### src/sv/assert_macros.svh
// ----------------------------------------------------------------------------
// assert_macros.svh
// concurrent assertion helpers, clocked on i_clk, disabled in reset
// ----------------------------------------------------------------------------
`ifndef ASSERT_MACROS_SVH
`define ASSERT_MACROS_SVH

`ifndef SYNTH

// same-cycle implication
`define ASSERT_IMPL(label, ante, cons) \
    label: assert property (@(posedge i_clk) disable iff (!i_rst_n) (ante) |-> (cons)) \
        else $error("assertion failed: label");

// next-cycle implication
`define ASSERT_NEXT(label, ante, cons) \
    label: assert property (@(posedge i_clk) disable iff (!i_rst_n) (ante) |=> (cons)) \
        else $error("assertion failed: label");

`else

`define ASSERT_IMPL(label, ante, cons)
`define ASSERT_NEXT(label, ante, cons)

`endif

`endif

### src/sv/rrt_pkg.sv
// ----------------------------------------------------------------------------
// rrt_pkg
// shared constants and types of the register rename table
// ----------------------------------------------------------------------------
package rrt_pkg;

    localparam int RRT_LOGICAL_REGS = 32;
    localparam int RRT_PHYS_REGS    = 64;

    localparam int RRT_OP_W   = 2;
    localparam int RRT_LREG_W = 5;
    localparam int RRT_PHYS_W = 6;
    localparam int RRT_STAT_W = 2;

    localparam logic [RRT_OP_W-1:0] OP_LOOKUP   = 2'd0;
    localparam logic [RRT_OP_W-1:0] OP_RENAME   = 2'd1;
    localparam logic [RRT_OP_W-1:0] OP_ROLLBACK = 2'd2;

    localparam logic [RRT_STAT_W-1:0] ST_OK        = 2'd0;
    localparam logic [RRT_STAT_W-1:0] ST_UNMAPPED  = 2'd1;
    localparam logic [RRT_STAT_W-1:0] ST_EXHAUSTED = 2'd2;

    typedef struct packed {
        logic pop;
        logic push;
    } t_fs_cmd;

endpackage

### src/sv/register_rename_table.sv
// ----------------------------------------------------------------------------
// register_rename_table
// register alias table with a stack of free physical registers
// ----------------------------------------------------------------------------
// a request is taken at a clock edge with start high and busy low; it carries
// an operation (lookup, rename, rollback), a logical register and a
// speculative flag. the physical register field of each mapping sits in a
// synchronous ram; valid and speculative marks are flip-flops so that
// rollback clears all speculative mappings at once.
// for each request the ram is read at the accepting edge and the entry is
// updated, and the answer (o_phys_reg, o_status) registered, at the end of
// the exec state; o_strobe then shows the answer for exactly one cycle.
// busy is high only in the exec state, so a new request can be taken
// while o_strobe is up, but not while the last one is still updating,
// as the ram's read-then-write of the same entry asks.
// the receiver cannot stall; every answer must be taken in its strobe cycle.
// reset empties the table and refills the free stack in index order at once,
// with no clearing pass.
// ----------------------------------------------------------------------------
`include "assert_macros.svh"

module register_rename_table
    import rrt_pkg::*;
#(
    parameter int LOGICAL_REGS = RRT_LOGICAL_REGS,
    parameter int PHYS_REGS    = RRT_PHYS_REGS
) (
    input  logic                  i_clk,
    input  logic                  i_rst_n,
    input  logic                  start,
    output logic                  busy,
    input  logic [RRT_OP_W-1:0]   i_operation,
    input  logic [RRT_LREG_W-1:0] i_logical_reg,
    input  logic                  i_speculative,
    output logic                  o_strobe,
    output logic [RRT_PHYS_W-1:0] o_phys_reg,
    output logic [RRT_STAT_W-1:0] o_status
);

    localparam int IW = $clog2(LOGICAL_REGS);
    localparam int PW = $clog2(PHYS_REGS);
    localparam int XW = (IW > RRT_LREG_W) ? IW : RRT_LREG_W;

    typedef enum logic {
        S_IDLE,
        S_EXEC
    } t_state;

    t_state                r_state;
    logic [RRT_OP_W-1:0]   r_op;
    logic [IW-1:0]         r_idx;
    logic                  r_in_range;
    logic                  r_spec;
    logic                  r_strobe;
    logic [RRT_PHYS_W-1:0] r_phys;
    logic [RRT_STAT_W-1:0] r_status;
    logic [LOGICAL_REGS-1:0] r_map_valid;
    logic [LOGICAL_REGS-1:0] r_map_spec;

    logic [XW-1:0]         w_lr_x;
    logic [IW-1:0]         w_rd_idx;
    logic                  w_accept;
    logic [PW-1:0]         w_rd_phys;
    logic [PW-1:0]         w_top_val;
    logic                  w_empty;
    logic                  w_do_rename;
    logic                  w_old_valid;
    t_fs_cmd               w_fs_cmd;
    logic [RRT_PHYS_W-1:0] n_phys;
    logic [RRT_STAT_W-1:0] n_status;

    assign w_lr_x   = XW'(i_logical_reg);
    assign w_rd_idx = w_lr_x[IW-1:0];
    assign w_accept = start && (r_state == S_IDLE);

    assign w_old_valid = r_in_range && r_map_valid[r_idx];
    assign w_do_rename = (r_state == S_EXEC) && (r_op == OP_RENAME)
                         && r_in_range && !w_empty;

    assign w_fs_cmd.pop  = w_do_rename;
    assign w_fs_cmd.push = w_old_valid;

    rrt_map_mem #(
        .DEPTH (LOGICAL_REGS),
        .WIDTH (PW)
    ) u_map_mem (
        .i_clk   (i_clk),
        .i_we    (w_do_rename),
        .i_waddr (r_idx),
        .i_wdata (w_top_val),
        .i_raddr (w_rd_idx),
        .o_rdata (w_rd_phys)
    );

    rrt_free_stack #(
        .PHYS_REGS (PHYS_REGS)
    ) u_free_stack (
        .i_clk      (i_clk),
        .i_rst_n    (i_rst_n),
        .i_cmd      (w_fs_cmd),
        .i_push_val (w_rd_phys),
        .o_top_val  (w_top_val),
        .o_empty    (w_empty)
    );

    always_comb begin
        n_phys   = '0;
        n_status = ST_OK;
        unique case (r_op)
            OP_LOOKUP: begin
                if (w_old_valid) begin
                    n_phys = RRT_PHYS_W'(w_rd_phys);
                end else begin
                    n_status = ST_UNMAPPED;
                end
            end
            OP_RENAME: begin
                if (!r_in_range) begin
                    n_status = ST_UNMAPPED;
                end else if (w_empty) begin
                    n_status = ST_EXHAUSTED;
                end else begin
                    n_phys = RRT_PHYS_W'(w_top_val);
                end
            end
            default: begin
            end
        endcase
    end

    always_ff @(posedge i_clk) begin
        if (!i_rst_n) begin
            r_state  <= S_IDLE;
            r_strobe <= 1'b0;
        end else begin
            r_strobe <= 1'b0;
            unique case (r_state)
                S_IDLE: begin
                    if (start) begin
                        r_state <= S_EXEC;
                    end
                end
                S_EXEC: begin
                    r_state  <= S_IDLE;
                    r_strobe <= 1'b1;
                end
                default: begin
                    r_state <= S_IDLE;
                end
            endcase
        end
        if (w_accept) begin
            r_op       <= i_operation;
            r_idx      <= w_rd_idx;
            r_in_range <= (32'(i_logical_reg) < 32'(LOGICAL_REGS));
            r_spec     <= i_speculative;
        end
        if (r_state == S_EXEC) begin
            r_phys   <= n_phys;
            r_status <= n_status;
        end
    end

    always_ff @(posedge i_clk) begin
        if (!i_rst_n) begin
            r_map_valid <= '0;
            r_map_spec  <= '0;
        end else if (r_state == S_EXEC) begin
            if (r_op == OP_ROLLBACK) begin
                r_map_valid <= r_map_valid & ~r_map_spec;
                r_map_spec  <= '0;
            end else if (w_do_rename) begin
                r_map_valid[r_idx] <= 1'b1;
                r_map_spec[r_idx]  <= r_spec;
            end
        end
    end

    assign busy       = (r_state == S_EXEC);
    assign o_strobe   = r_strobe;
    assign o_phys_reg = r_phys;
    assign o_status   = r_status;

    `ASSERT_NEXT(a_accept_busy, w_accept, busy)
    `ASSERT_NEXT(a_exec_strobe, r_state == S_EXEC, o_strobe && !busy)
    `ASSERT_IMPL(a_spec_valid, 1'b1, (r_map_spec & ~r_map_valid) == '0)
    `ASSERT_IMPL(a_err_zero, o_strobe && (o_status != ST_OK), o_phys_reg == '0)

endmodule

### src/sv/rrt_map_mem.sv
// ----------------------------------------------------------------------------
// rrt_map_mem
// physical register field of the alias table, one write and one read port,
// registered read data
// ----------------------------------------------------------------------------
module rrt_map_mem
    import rrt_pkg::*;
#(
    parameter int DEPTH = RRT_LOGICAL_REGS,
    parameter int WIDTH = $clog2(RRT_PHYS_REGS)
) (
    input  logic                     i_clk,
    input  logic                     i_we,
    input  logic [$clog2(DEPTH)-1:0] i_waddr,
    input  logic [WIDTH-1:0]         i_wdata,
    input  logic [$clog2(DEPTH)-1:0] i_raddr,
    output logic [WIDTH-1:0]         o_rdata
);

    logic [WIDTH-1:0] r_mem [DEPTH];
    logic [WIDTH-1:0] r_rdata;

    always_ff @(posedge i_clk) begin
        if (i_we) begin
            r_mem[i_waddr] <= i_wdata;
        end
    end

    always_ff @(posedge i_clk) begin
        r_rdata <= r_mem[i_raddr];
    end

    assign o_rdata = r_rdata;

endmodule

### src/sv/rrt_free_stack.sv
// ----------------------------------------------------------------------------
// rrt_free_stack
// free physical register stack; only the top entry is ever read, entries
// above the top are still in reset order, so the top is held in a register
// ----------------------------------------------------------------------------
module rrt_free_stack
    import rrt_pkg::*;
#(
    parameter int PHYS_REGS = RRT_PHYS_REGS
) (
    input  logic                         i_clk,
    input  logic                         i_rst_n,
    input  t_fs_cmd                      i_cmd,
    input  logic [$clog2(PHYS_REGS)-1:0] i_push_val,
    output logic [$clog2(PHYS_REGS)-1:0] o_top_val,
    output logic                         o_empty
);

    localparam int PW = $clog2(PHYS_REGS);
    localparam int CW = $clog2(PHYS_REGS + 1);

    logic [CW-1:0] r_cnt;
    logic [PW-1:0] r_top_val;

    always_ff @(posedge i_clk) begin
        if (!i_rst_n) begin
            r_cnt     <= '0;
            r_top_val <= '0;
        end else if (i_cmd.pop) begin
            if (i_cmd.push) begin
                r_top_val <= i_push_val;
            end else begin
                r_cnt     <= r_cnt + CW'(1);
                r_top_val <= PW'(r_cnt + CW'(1));
            end
        end
    end

    assign o_top_val = r_top_val;
    assign o_empty   = (r_cnt == CW'(PHYS_REGS));

endmodule
### config.mk
export PLATFORM = sky130hd
export DESIGN_NAME = register_rename_table
export DESIGN_NICKNAME = d
export VERILOG_FILES = /design/src/sv/rrt_pkg.sv /design/src/sv/register_rename_table.sv /design/src/sv/rrt_map_mem.sv /design/src/sv/rrt_free_stack.sv
export VERILOG_INCLUDE_DIRS = /design/src /design/src/sv
export SDC_FILE = /design/constraint.sdc
export NUM_CORES = 1
export LEC_CHECK = 0
export ABC_AREA = 1
export BUFFER_PORTS_ARGS = -buffer_cell sky130_fd_sc_hd__clkbuf_2
export CORE_AREA = 2 2 135 189
export DETAILED_ROUTE_END_ITERATION = 8
export DIE_AREA = 0 0 137 191
export PLACE_DENSITY = 0.76
export SETUP_SLACK_MARGIN = 0.2
export SLEW_MARGIN = 5
export SYNTH_ARGS = -nofsm -noshare
export SYNTH_HDL_FRONTEND = slang
export SYNTH_SLANG_ARGS = --single-unit
### constraint.sdc
create_clock -name i_clk -period 2.9 [get_ports i_clk]
set_clock_uncertainty 0.2 [all_clocks]
set_input_delay 0.29 -clock i_clk [delete_from_list [all_inputs] [get_ports i_clk]]
set_output_delay 0.29 -clock i_clk [all_outputs]
set_load 0.05 [all_outputs]
# [After elaboration in Yosys (flattened, before gate mapping)]
# Memories as Yosys holds them, arrays and structs flattened. A register that Yosys moved wholly into a read port is not among the register bits.
# Index checks and enable logic that the tools add are counted.
[word_totals] ff_bits=95 mem_bits_rw=192 inputBits=11 output_inout_bits=10 word_cells=53 memories=1
[classes] n_addsub=1 n_lt_le_gt_ge=2 eq_ne=3 n_mux=21 n_bitwise=5 n_reduce_logical=9
[memory_table] name="u_map_mem.r_mem" depth=32 width=6 rd=1 rd_clocked_by_memory_dff=1 wr=1 line="rrt_map_mem.sv:20" rtl="logic [WIDTH-1:0] r_mem [DEPTH];"
[op_table] cell="two-way mux 32 bit" n=4
[op_table] cell="bitwise AND 32 bit" n=1
[op_table] cell="bitwise mux 32 bit" n=1
[op_table] cell="inverter 32 bit" n=1
[op_table] cell="OR 32 bit" n=1
[op_table] cell="two-way mux 6 bit" n=3
[op_table] cell="one-hot mux 6 bit (2 select lines)" n=1
[op_table] cell="adder 7 x 1 -> 7 bit, second input constant" n=1
[op_table] cell="equality test 7 bit, second input constant" n=1
[op_table] cell="two-way mux 1 bit" n=7
[op_table] cell="less-than comparator 5 x 6 -> 1 bit, second input constant" n=1
[op_table] cell="binary-select mux 1 bit (select 5 bit)" n=1
[op_table] cell="demux 1 bit (select 5 bit)" n=1
[op_table] cell="greater-or-equal comparator 5 x 1 -> 1 bit, second input constant" n=1
[op_table] cell="logical AND 1 bit" n=4
[op_table] cell="one-hot mux 2 bit (2 select lines)" n=1
[op_table] cell="AND reduction 2 bit" n=2
[op_table] cell="equality test 2 x 1 -> 1 bit, second input constant" n=1
[op_table] cell="equality test 2 bit, second input constant" n=1
[op_table] cell="logical NOT 2 bit" n=1
[op_table] cell="two-way mux 2 bit" n=1
[op_table] cell="inverter 1 bit" n=2
[op_table] cell="one-hot mux 1 bit (2 select lines)" n=1
[op_table] cell="nonzero test 2 bit" n=1
[op_table] cell="logical NOT 1 bit" n=1

# [Longest topological paths before layout]
[logic_depth] word_depth=7 mapped_depth=16 depth_no_buf=13

# [By module]
# From an unflattened synthesis, not the netlist that was laid out.
[hier_totals] hier_cells=1355 hier_area_um2=12600.8
[by_module_without_submodules] mod="rrt_map_mem" instances=1 cells_per_inst=704 area_per_inst_um2=8077.7 seq_area_each_um2=5885.6
[by_module_without_submodules] mod="register_rename_table" instances=1 cells_per_inst=560 area_per_inst_um2=3885.0 seq_area_each_um2=1801.7
[by_module_without_submodules] mod="rrt_free_stack" instances=1 cells_per_inst=91 area_per_inst_um2=638.1 seq_area_each_um2=260.2

# [Worst setup path after synthesis]
# OpenSTA, ideal clock, no wires.
[synth_timing] path_type="reg2reg" start="reg r_state (netlist: busy)" end="mem u_map_mem.r_mem[28][0] (netlist name), enable pin" setup_ns=0.377 arrival_time_ns=2.124 required_ns=2.323 slack_ns=0.199 stages_incl_launch_ff=8 path_buffers=3 synth_period_minus_slack_ns=2.701 cell_sequence="dfxtp_1 > inv_1 > nor2_1 > nand2_1 > buf_2 > buf_2 > buf_2 > nor3_1"
[synth_between] elab_chain_len=4
[synth_rtl] element="from (decl)" line="register_rename_table.sv:49" rtl="t_state r_state;"
[synth_rtl] element="from (signal assigned)" line="register_rename_table.sv:133" rtl="r_state <= S_IDLE;"
[synth_rtl] element="from (signal assigned)" line="register_rename_table.sv:140" rtl="r_state <= S_EXEC;"
[synth_rtl] element="from (signal assigned)" line="register_rename_table.sv:144" rtl="r_state <= S_IDLE;"
[synth_rtl] element="logical AND 1 bit" line="register_rename_table.sv:77" rtl="assign w_do_rename = (r_state == S_EXEC) && (r_op == OP_RENAME)"
[synth_rtl] element="logical AND 1 bit" line="register_rename_table.sv:78" rtl="&& r_in_range && !w_empty;"
[synth_rtl] element="two-way mux 1 bit" line="rrt_map_mem.sv:24" rtl="if (i_we) begin"
[synth_rtl] element="two-way mux 1 bit (not written as such)" line="rrt_map_mem.sv:25" rtl="r_mem[i_waddr] <= i_wdata;"
[synth_rtl] element="to (decl)" line="rrt_map_mem.sv:20"
# Every way passes these cells.

# [Final worst setup path]
[layout_timing] start="reg u_free_stack.r_cnt[0]" end="mem u_map_mem.r_mem[4][3] (netlist name), enable pin"
[layout_between] elab_chain_len=5
[layout_rtl] element="from (decl)" line="rrt_free_stack.sv:22" rtl="logic [CW-1:0] r_cnt;"
[layout_rtl] element="from (signal assigned)" line="rrt_free_stack.sv:33" rtl="r_cnt <= r_cnt + CW'(1);"
[layout_rtl] element="equality test 7 bit" line="rrt_free_stack.sv:40" rtl="assign o_empty = (r_cnt == CW'(PHYS_REGS));"
[layout_rtl] element="logical NOT 1 bit" line="register_rename_table.sv:78"
[layout_rtl] element="logical AND 1 bit" line="register_rename_table.sv:78"
[layout_rtl] element="two-way mux 1 bit" line="rrt_map_mem.sv:24"
[layout_rtl] element="two-way mux 1 bit (not written as such)" line="rrt_map_mem.sv:25"
# Every way passes these cells.

==> impl_metrics.toml <==
[setup_path]
crit_type = "register to register"
path_buf_inv = 3
path_delay_family = "simple AND/OR/NAND/NOR gates"
cpMostUsedCell = "buf_4"
cpPeakStageDelay_ps = 370
path_cells = "inv_1, ha_1, nand4_2, nand2_1, buf_4, nor3_1, buf_4"
end_kind = "register"
worst-endpoint-arrival_ps = 2480
crit_fanout = 19
slowest_stage = "dfxtp_1"
startpoint_type = "register"
cp.required_ps = 2940

[grt]
grt_overflow = 0
track_usage_pct = 23.43
grt_pass1_vias = 8780
grt_antenna_before_repair = 0
grt_pass1_wl_um = 47500
grt_max_degree = 102

[timing]
clock.fmax_mhz = 409.9
slew_violations = 0
finalSetupTns_ps = 0
post-route-min-period_ps = 2440
fin_crit_sh_pct = 84.13
final-hold-violation-count = 0
whs_ps = 45.99
worstMarginPinSlew_ps = 1080
setup_ws_ps = 460.3
max-slew-margin-rel_pct = 27.89
rsz0062_at_grt = "false"
finalSetupViolCount = 0

[layout]
largest_register_ffs = 192
final_util_pct = 56.91
diodes = 0
finalNonFillerCells = 1566
largestRegisters = "u_map_mem.r_mem: 192 flops, r_map_spec: 32 flops, r_map_valid: 32 flops"
drive_gt1_share_pct = 12.39
regMostFlops = "u_map_mem.r_mem"
final_nets = 1244
fin_area_um2 = 13940
area_delta_synth_final_pct = 13.49

[synth]
ys_types = 34
yosys_warnings = 0
synth_area_per_cell_um2 = 10.28
netlist_instances = 1195
synth_nets = 1208
synth_area_um2 = 12290
synth_flop_cell = "edfxtp_1"
synth-edff-count = 208
synthArstFlopShare_pct = 0
synth_seq_area_share_pct = 64.68
yosys_register_bits = 293

[power]
power.internal_mw = 6.863
pwr-share-comb_pct = 5.1
peakVddDrop_uv = 476.5
leakagePower_nw = 4.556
p_switching_mw = 1.862
finalPower_mw = 8.725
clock_power_share_pct = 43.4
swShare_pct = 21.34
seqPwrFrac_pct = 51.5
power_density_nw_per_um2 = 625.7

[place]
io_buffers = 20
dp_hpwl_um = 18460
gp_congestion = 0.8822
dp_slack_ps = 480.1
post_dp_cell_area_um2 = 12930
placed_cells = 1512

[clock_tree]
insertion_delay_ps = 530
cts.sinks = 293
clk_transition_reported_paths_ps = 70
cts_root_buf = "clkbuf_16"
cts_buffer_depth = 3
cts_tree = "done"
htree_levels = 1
post_cts_buffers = 0
cts_buffers = 26

[floorplan]
pin_count = 21
rows = 68
start_util_pct = 50.14
dieWidth_um = 137
die_height_um = 191
dieArea_um2 = 26170
coreArea_um2 = 24500

[detailed_routing]
routed_via_density = 5.845
dr_total_vias = 9154
wl_um = 30350
wl_per_cell_um = 19.38
drt_iter0_markers = 946
drc = 0
ant_nets = 0
drt_pass1_iterations = 5

[job]
cap_violations = 0

[min_path]
hold_path.class = "input pin to register"

[status]
status = "finished clean"
[power by group through the flow]
stage | logic (mW) | registers [mW] | clock network (mW)
5_1_grt | 0.478 | 4.49 | 3.98
6_report | 0.445 | 4.49 | 3.79
3_3_place_gp | 0.421 | 4.58 | 0
4_1_cts | 0.439 | 4.49 | 3.83
2_1_floorplan | 0.267 | 4.59 | 0
3_5_place_dp | 0.428 | 4.58 | 0
[cells in the mapped netlist, types with 11 or more instances]
cell type    n  share of area [%]
o21ai_0    125                5.1
dfxtp_1     85                 14
nand2_1    197                6.0
clkbuf_1    51                1.6
edfxtp_1   208                 51
a21oi_1     91                3.7
nand3_1     46                1.9
o22ai_1     11               0.56
nor3_1      57                2.3
o221ai_1    38                2.7
inv_1       49                1.5
nor2_1     128                3.9
buf_2       22               0.90
o21ai_1     21               0.86
[logic make-up after synthesis]
group                      after synthesis  synth area share [%]
xor gates and xnor gates                 5                0.3564
and+or+nand+nor                        454                 15.98
AOI/OAI and AO/OA                      304                 14.22
adders and majority gates                2                0.2036
DFF                                    293                 64.68
buffers and inverters                  137                 4.562
[path summary, 6_finish.rpt]
check                                     start                              end  slack [ps]  cells past startpoint
max reg2reg  u_free_stack.r_cnt[0]$_SDFFE_PN0P_  u_map_mem.r_mem[4][3]$_DFFE_PP_         460                      7
max          u_free_stack.r_cnt[0]$_SDFFE_PN0P_  u_map_mem.r_mem[4][3]$_DFFE_PP_         460                      7
min                            i_logical_reg[3]               r_idx[3]$_DFFE_PP_          50                      2
min reg2reg         r_map_spec[18]$_SDFFE_PN0P_      r_map_spec[18]$_SDFFE_PN0P_         260                      2
[metal layers]
| layer | part of all wire (%) | GRT usage (%) | wire (um) |
|---|---|---|---|
| met2 | 51 | 40.64 | 15460 |
| met4 | 3.2 | 8.525 | 961 |
| met1 | 39 | 30.09 | 11850 |
| met3 | 6.8 | 2.705 | 2073 |
| met5 | 0 | 0 | 0 |
[final cells by class]
type,instances,area (um^2)
fill,2026,10560
sequential,293,7949
multi-input combinational,765,3784
clock buffer,30,706.9
timing repair buffer,87,643.1
tap,315,394.1
clock inverter,18,250.2
inverter,58,217.7
[cell usage in the layout, fill, tap and decap left out, types with 2 or more instances in the layout]
cell	netlist	layout
edfxtp_1	208	208
nand2_1	197	196
nor2_1	128	127
o21ai_0	125	125
a21oi_1	91	91
dfxtp_1	85	84
buf_4	1	59
nor3_1	57	57
inv_1	49	49
nand3_1	46	46
o221ai_1	38	38
clkbuf_16	0	27
o21ai_1	21	21
clkbuf_2	0	20
o22ai_1	11	11
o211a_1	9	9
nand4_1	9	9
inv_2	8	8
clkinv_2	0	7
o21a_1	6	6
bufinv_16	0	6
dlygate4sd3_1	0	6
xor2_1	5	5
nand2_2	3	4
nand3_2	4	4
nor3_2	3	3
nor2_2	2	3
clkinvlp_4	0	3
clkinv_1	1	2
a211oi_1	2	2
nor2_8	2	2
ha_1	2	2
clkbuf_8	0	2
buf_12	0	2
[what timing repair did]
item                                   CTS  global route
gates resized for setup                  0             0
setup endpoints to repair                0             0
hold buffers                             6             0
endpoints found under the hold margin    6             0
(Power assumes the default switching activity.)
